===== config.mk =====
export PLATFORM = sky130hd
export DESIGN_NAME = bbmd_front
export DESIGN_NICKNAME = d
export VERILOG_FILES = /design/src/bbmd_pkg.sv /design/src/bbmd_front.sv
export SDC_FILE = /design/constraint.sdc
export NUM_CORES = 2
export LEC_CHECK = 0
export BUFFER_PORTS_ARGS = -buffer_cell sky130_fd_sc_hd__buf_2
export CORE_UTILIZATION = 55
export CTS_BUF_LIST = sky130_fd_sc_hd__clkbuf_8
export CTS_CLUSTER_DIAMETER = 200
export DETAILED_ROUTE_END_ITERATION = 10
export HOLD_SLACK_MARGIN = 0.12
export PLACE_DENSITY = 0.72
export SYNTH_ARGS = -nofsm -noshare
export SYNTH_HDL_FRONTEND = slang
export SYNTH_SLANG_ARGS = --single-unit

===== constraint.sdc =====
create_clock -name clk_i -period 5.98 [get_ports clk_i]
set_input_delay 0.299 -clock clk_i [delete_from_list [all_inputs] [get_ports clk_i]]
set_output_delay 0.299 -clock clk_i [all_outputs]
set_load 0.02 [all_outputs]

===== src/bbmd_pkg.sv =====
`timescale 1ns / 1ps

package bbmd_pkg;

  localparam int unsigned LOG_W   = 38;  // 6 integer bits, 32 fraction bits
  localparam int unsigned L_W     = 42;  // signed log2 sum
  localparam int unsigned Q_W     = 50;  // quotient bits per division
  localparam int unsigned DIV_PRE = 18;  // low dividend bits shifted in by the first steps

  localparam int unsigned LOG_LAT   = 66;
  localparam int unsigned DIV_LAT   = Q_W;
  localparam int unsigned ALIGN_LAT = LOG_LAT - DIV_LAT;
  localparam int unsigned BACK_LAT  = 9;

  localparam logic [31:0] MU_MASS  = 32'd443162;        // Q.22
  localparam logic [21:0] E_MASS   = 22'd2194728;       // Q.32
  localparam logic [31:0] LN2      = 32'd2977044472;    // Q.32
  localparam logic [39:0] LOSS_MAX = 40'hFF_FFFF_FFFF;

  localparam logic [63:0] MI2     = 64'(MU_MASS) * 64'(MU_MASS);
  localparam logic [63:0] D_CONST = (MI2 << 10) + ((64'(E_MASS) * 64'(E_MASS)) >> 10);

  localparam logic [63:0] EXC_AIR  = 64'd24122406;      // Q.48
  localparam logic [63:0] EXC_ROCK = 64'd38393187;
  localparam logic [35:0] KZA_AIR  = 36'd43136414543;   // Q.48
  localparam logic [35:0] KZA_ROCK = 36'd43206408925;

  typedef struct packed {
    logic valid;
    logic sel;   // material
    logic zero;  // force zero result, flag invalid
  } side_t;

  // log2 in Q32 by repeated squaring; elaboration only
  function automatic logic [LOG_W-1:0] log2_const(input logic [63:0] x);
    logic [62:0]  m;
    logic [63:0]  mm;
    logic [127:0] sq;
    logic [31:0]  frac;
    int           n;
    n = 0;
    for (int i = 0; i < 64; i++) begin
      if (x[i]) n = i;
    end
    if (n <= 62) m = 63'(x << (62 - n));
    else m = x[63:1];
    frac = '0;
    for (int i = 0; i < 32; i++) begin
      sq   = {65'd0, m} * {65'd0, m};
      mm   = sq[125:62];
      frac = {frac[30:0], mm[63]};
      if (mm[63]) m = mm[63:1];
      else m = mm[62:0];
    end
    return {6'(n), frac};
  endfunction

  localparam longint LC_AIR = 2 * longint'(log2_const(64'(E_MASS)))
      - longint'(log2_const(MI2)) - 2 * longint'(log2_const(EXC_AIR))
      + (longint'(44) <<< 32);
  localparam longint LC_ROCK = 2 * longint'(log2_const(64'(E_MASS)))
      - longint'(log2_const(MI2)) - 2 * longint'(log2_const(EXC_ROCK))
      + (longint'(44) <<< 32);

  localparam logic signed [L_W-1:0] LCONST_AIR  = L_W'(LC_AIR);
  localparam logic signed [L_W-1:0] LCONST_ROCK = L_W'(LC_ROCK);

endpackage


===== src/bbmd_front.sv =====
`timescale 1ns / 1ps

module bbmd_front import bbmd_pkg::*; (
  input  logic        clk_i,
  input  logic        rst_ni,
  input  logic        en_i,
  input  logic        valid_i,
  input  logic        sel_i,
  input  logic [31:0] energy_i,
  output side_t       side_o,
  output logic [63:0] p2_o,
  output logic [63:0] d54_o,
  output logic [63:0] e2_o
);

  side_t       side1_q, side2_q;
  logic [63:0] e2_1_q, e2_2_q, p2_q, d54_q;
  logic [53:0] mee_q;

  always_ff @(posedge clk_i or negedge rst_ni) begin
    if (!rst_ni) begin
      side1_q <= '0;
      side2_q <= '0;
    end else if (en_i) begin
      side1_q <= '{valid: valid_i, sel: sel_i, zero: (energy_i <= MU_MASS)};
      side2_q <= side1_q;
    end
  end

  always_ff @(posedge clk_i) begin
    if (en_i) begin
      e2_1_q <= 64'(energy_i) * 64'(energy_i);
      mee_q  <= 54'(E_MASS) * 54'(energy_i);
      e2_2_q <= e2_1_q;
      p2_q   <= e2_1_q - MI2;
      d54_q  <= D_CONST + {9'd0, mee_q, 1'b0};
    end
  end

  assign side_o = side2_q;
  assign p2_o   = p2_q;
  assign d54_o  = d54_q;
  assign e2_o   = e2_2_q;

endmodule


==> flow_metrics.tcl <==
set metrics [dict create \
    outcome "complete, but fails checks" \
    failed_checks "negative setup slack" \
    coreArea_um2 91700 \
    drv_cap 0 \
    die_w_um 306 \
    whs_endpoint "mee_q[4]$_DFFE_PP_" \
    synthMuxAreaShare_pct 0.214 \
    max_freq_mhz 146 \
    rsz0062_at_grt "true" \
    synthArstFlopShare_pct 2.03 \
    worstMarginPinSlew_ps 852 \
    nets 7708 \
    drtIter0Drc 2722 \
    reg2reg_depth 11 \
    synth_edf_count 289 \
    grt_pass1_vias 42700 \
    io_buffers 217 \
    totalWireLength_um 148000 \
    rr_startpoint "e2_1_q[2]$_DFFE_PP_" \
    dp_hpwl_um 122000 \
    worst_hold_slack_ps 205 \
    path_common_cell "fa_2" \
    area_delta_synth_final_pct 28.2 \
    crit_type "in -> reg" \
    cp_data_required_time_ps 6410 \
    r2r_setup_slack_ps 2190 \
    min_period_ps 6840 \
    synth-compound-area-share_pct 6.16 \
    antenna_found_initial 1 \
    path_clk_slew_ps 60 \
    final_cell_mix "1238 x inv_1, 938 x fa_1, 890 x buf_4" \
    htree_levels 2 \
    rows 111 \
    cp_num_buf_inv 12 \
    ys.flop_type "edfxtp_1" \
    cts_root_buffer "clkbuf_8" \
    holdCritPathClass "in -> reg" \
    layout_setup_ws_ps -864 \
    synth_top_area_share_pct 40.2 \
    maxSlewViolCount 0 \
    synthDistinctLibCells 77 \
    synth_top_family_by_area "adder cells" \
    avgSynthCellArea_um2 10.3 \
    cp_slowest_cell "fa_2" \
    syn_inst 4923 \
    place_congestion 1.00 \
    min_path_cells 2 \
    synth.largest_area_cell "fa_1" \
    viasPerCell 5.38 \
    crit_family "adder cells" \
    fin_crit_sh_pct 114 \
    yosysWarnings 0 \
    synth-simple-area-share_pct 7.56 \
    synthXorXnorAreaFrac_pct 4.03 \
    fp.dieH_um 306 \
    numCtsBuffers 50 \
    dr.pass1.iters 9 \
    min_from "energy_i[1]" \
    ant_nets 0 \
    dieArea_um2 93700 \
    grt_pass1_wl_um 228000 \
    drc 0 \
    grt_start_max_net_pins 125 \
    via_count 39300 \
    tritoncts "built" \
    startpoint_type "input pin" \
    synth_area_leaders "fa_1 40%, edfxtp_1 17%, ha_1 14%, inv_1 9.6%, nand2_1 2.6%" \
    wl_per_cell_um 20.2 \
    critPathArrivalTime_ps 7280 \
    crit_fanout 5 \
    relSlewSlack_pct 43.2 \
    num_io_pins 232 \
    finClkSkew_ps 37.3 \
    grt_usage_pct 31.9 \
    clkLatencyLatePin_ps 640 \
    initial_core_util_pct 55.5 \
    clockBufferDepth 3 \
    rr_endpoint "p2_o[46]$_DFFE_PP_" \
    final_common_cell "inv_1" \
    slowest_delay_ps 580 \
    syn_area_um2 50900 \
    worst_setup_path_end_kind "flop" \
    layout-drive-gt1-share_pct 29.9 \
    setup_violations 41 \
    clock-sinks 295 \
    synthAdderAreaFrac_pct 53.9 \
    ys_seq_elements 295 \
    dpl_worst_slack_ps -1820 \
    fillers 6517 \
    ys_seq_area_share_pct 17.3 \
    grt_overflow 0 \
    hold_violations 0 \
]
==> worst max-delay path by stage <==
| stage | from | end | slack (ps) | cells past startpoint |
|---|---|---|---|---|
| CTS | energy_i[17] | e2_1_q[56]$_DFFE_PP_ | -740 | 25 |
| global route | energy_i[19] | e2_1_q[63]$_DFFE_PP_ | -1000 | 29 |
| global placement | energy_i[3] | e2_1_q[56]$_DFFE_PP_ | -1710 | 27 |
| floorplan | energy_i[12] | e2_1_q[57]$_DFFE_PP_ | -1050 | 29 |
| finish | energy_i[19] | e2_1_q[63]$_DFFE_PP_ | -860 | 29 |
| detailed placement | energy_i[10] | e2_1_q[63]$_DFFE_PP_ | -1820 | 29 |
==> cell type report <==
type / count / area [um2] / area share, %
antenna: 1 / 2.50 / 0.00384
inverter: 1314 / 5070 / 7.77
clock inverter: 32 / 244 / 0.374
clock buffer: 51 / 702 / 1.08
timing repair buffer: 1235 / 9950 / 15.3
multi-input combinational: 3197 / 38900 / 59.7
tap: 1186 / 1480 / 2.28
sequential: 295 / 8830 / 13.5
==> timing repair <==
action / in CTS / in global routing
resized for setup: 374 / 385
endpoints found under the hold margin: 13 / 0
buffers inserted: 59 / 56
cloned: 3 / 3
pin swaps: 141 / 233
setup endpoints to repair: 50 / 62
hold buffers: 5 / 0
==> kinds of logic after synthesis <==
group,count (synthesis)
adder cells (fa/ha/maj),1579
buffers and inverters,1443
AND/OR/NAND/NOR,869
AO/OA/AOI/OAI,491
flip-flops,295
XOR/XNOR,234
multiplexers,10
other,2
==> sequential cells by signal (all words and copies together) (netlist names) <==
register and flops:
mee_q 50, p2_o 62, d54_o 51, e2_o 63, e2_1_q 63, side_o 3, side1_q 3
==> synthesized netlist by cell type (all sizes together) (4+ instances only) <==
| master | number |
|---|---|
| a211oi | 16 |
| or3 | 7 |
| nor3 | 22 |
| clkinv | 10 |
| and2 | 45 |
| a311oi | 8 |
| xor2 | 113 |
| or4 | 8 |
| inv | 1304 |
| nor4 | 8 |
| o21a | 15 |
| nand2 | 352 |
| a21oi | 164 |
| edfxtp | 289 |
| dfrtp | 6 |
| ha | 555 |
| o211ai | 13 |
| o2111ai | 4 |
| o21ai | 91 |
| or2 | 18 |
| a2111oi | 5 |
| clkbuf | 99 |
| nand3 | 28 |
| nor2b | 18 |
| a21boi | 11 |
| nand2b | 10 |
| nand4 | 31 |
| nor3b | 4 |
| xnor2 | 121 |
| mux2 | 7 |
| a31o | 13 |
| o31ai | 5 |
| o21bai | 34 |
| a31oi | 17 |
| buf | 30 |
| a211o | 4 |
| nor2 | 288 |
| a21o | 55 |
| and4 | 5 |
| and3 | 17 |
| a41oi | 6 |
| fa | 1023 |
| o31a | 4 |
==> layer usage <==
layer | track usage, % | up-vias | routed length (um)
met5 | 0 | - | 0
met1 | 38.4 | 19800 | 53700
met2 | 55.4 | 1499 | 73400
met3 | 4.56 | 516 | 10300
met4 | 17.2 | 0 | 10500
li1 | - | 17500 | -
==> through the flow <==
stage	area, um2	TNS [ps]	utilization, %	std cells
floorplan	51700	-25830	-	4935
global placement	60300	-74760	65.8	7106
detailed placement	60300	-81440	65.8	7106
CTS	63300	-19810	69.1	7256
global route	65200	-29310	71.2	7311
finish	65200	-23280	71.2	7311
Power is left out: the tool's default activity adds up to more than one toggle a clock period on the data nets, which glitch-free logic cannot reach.
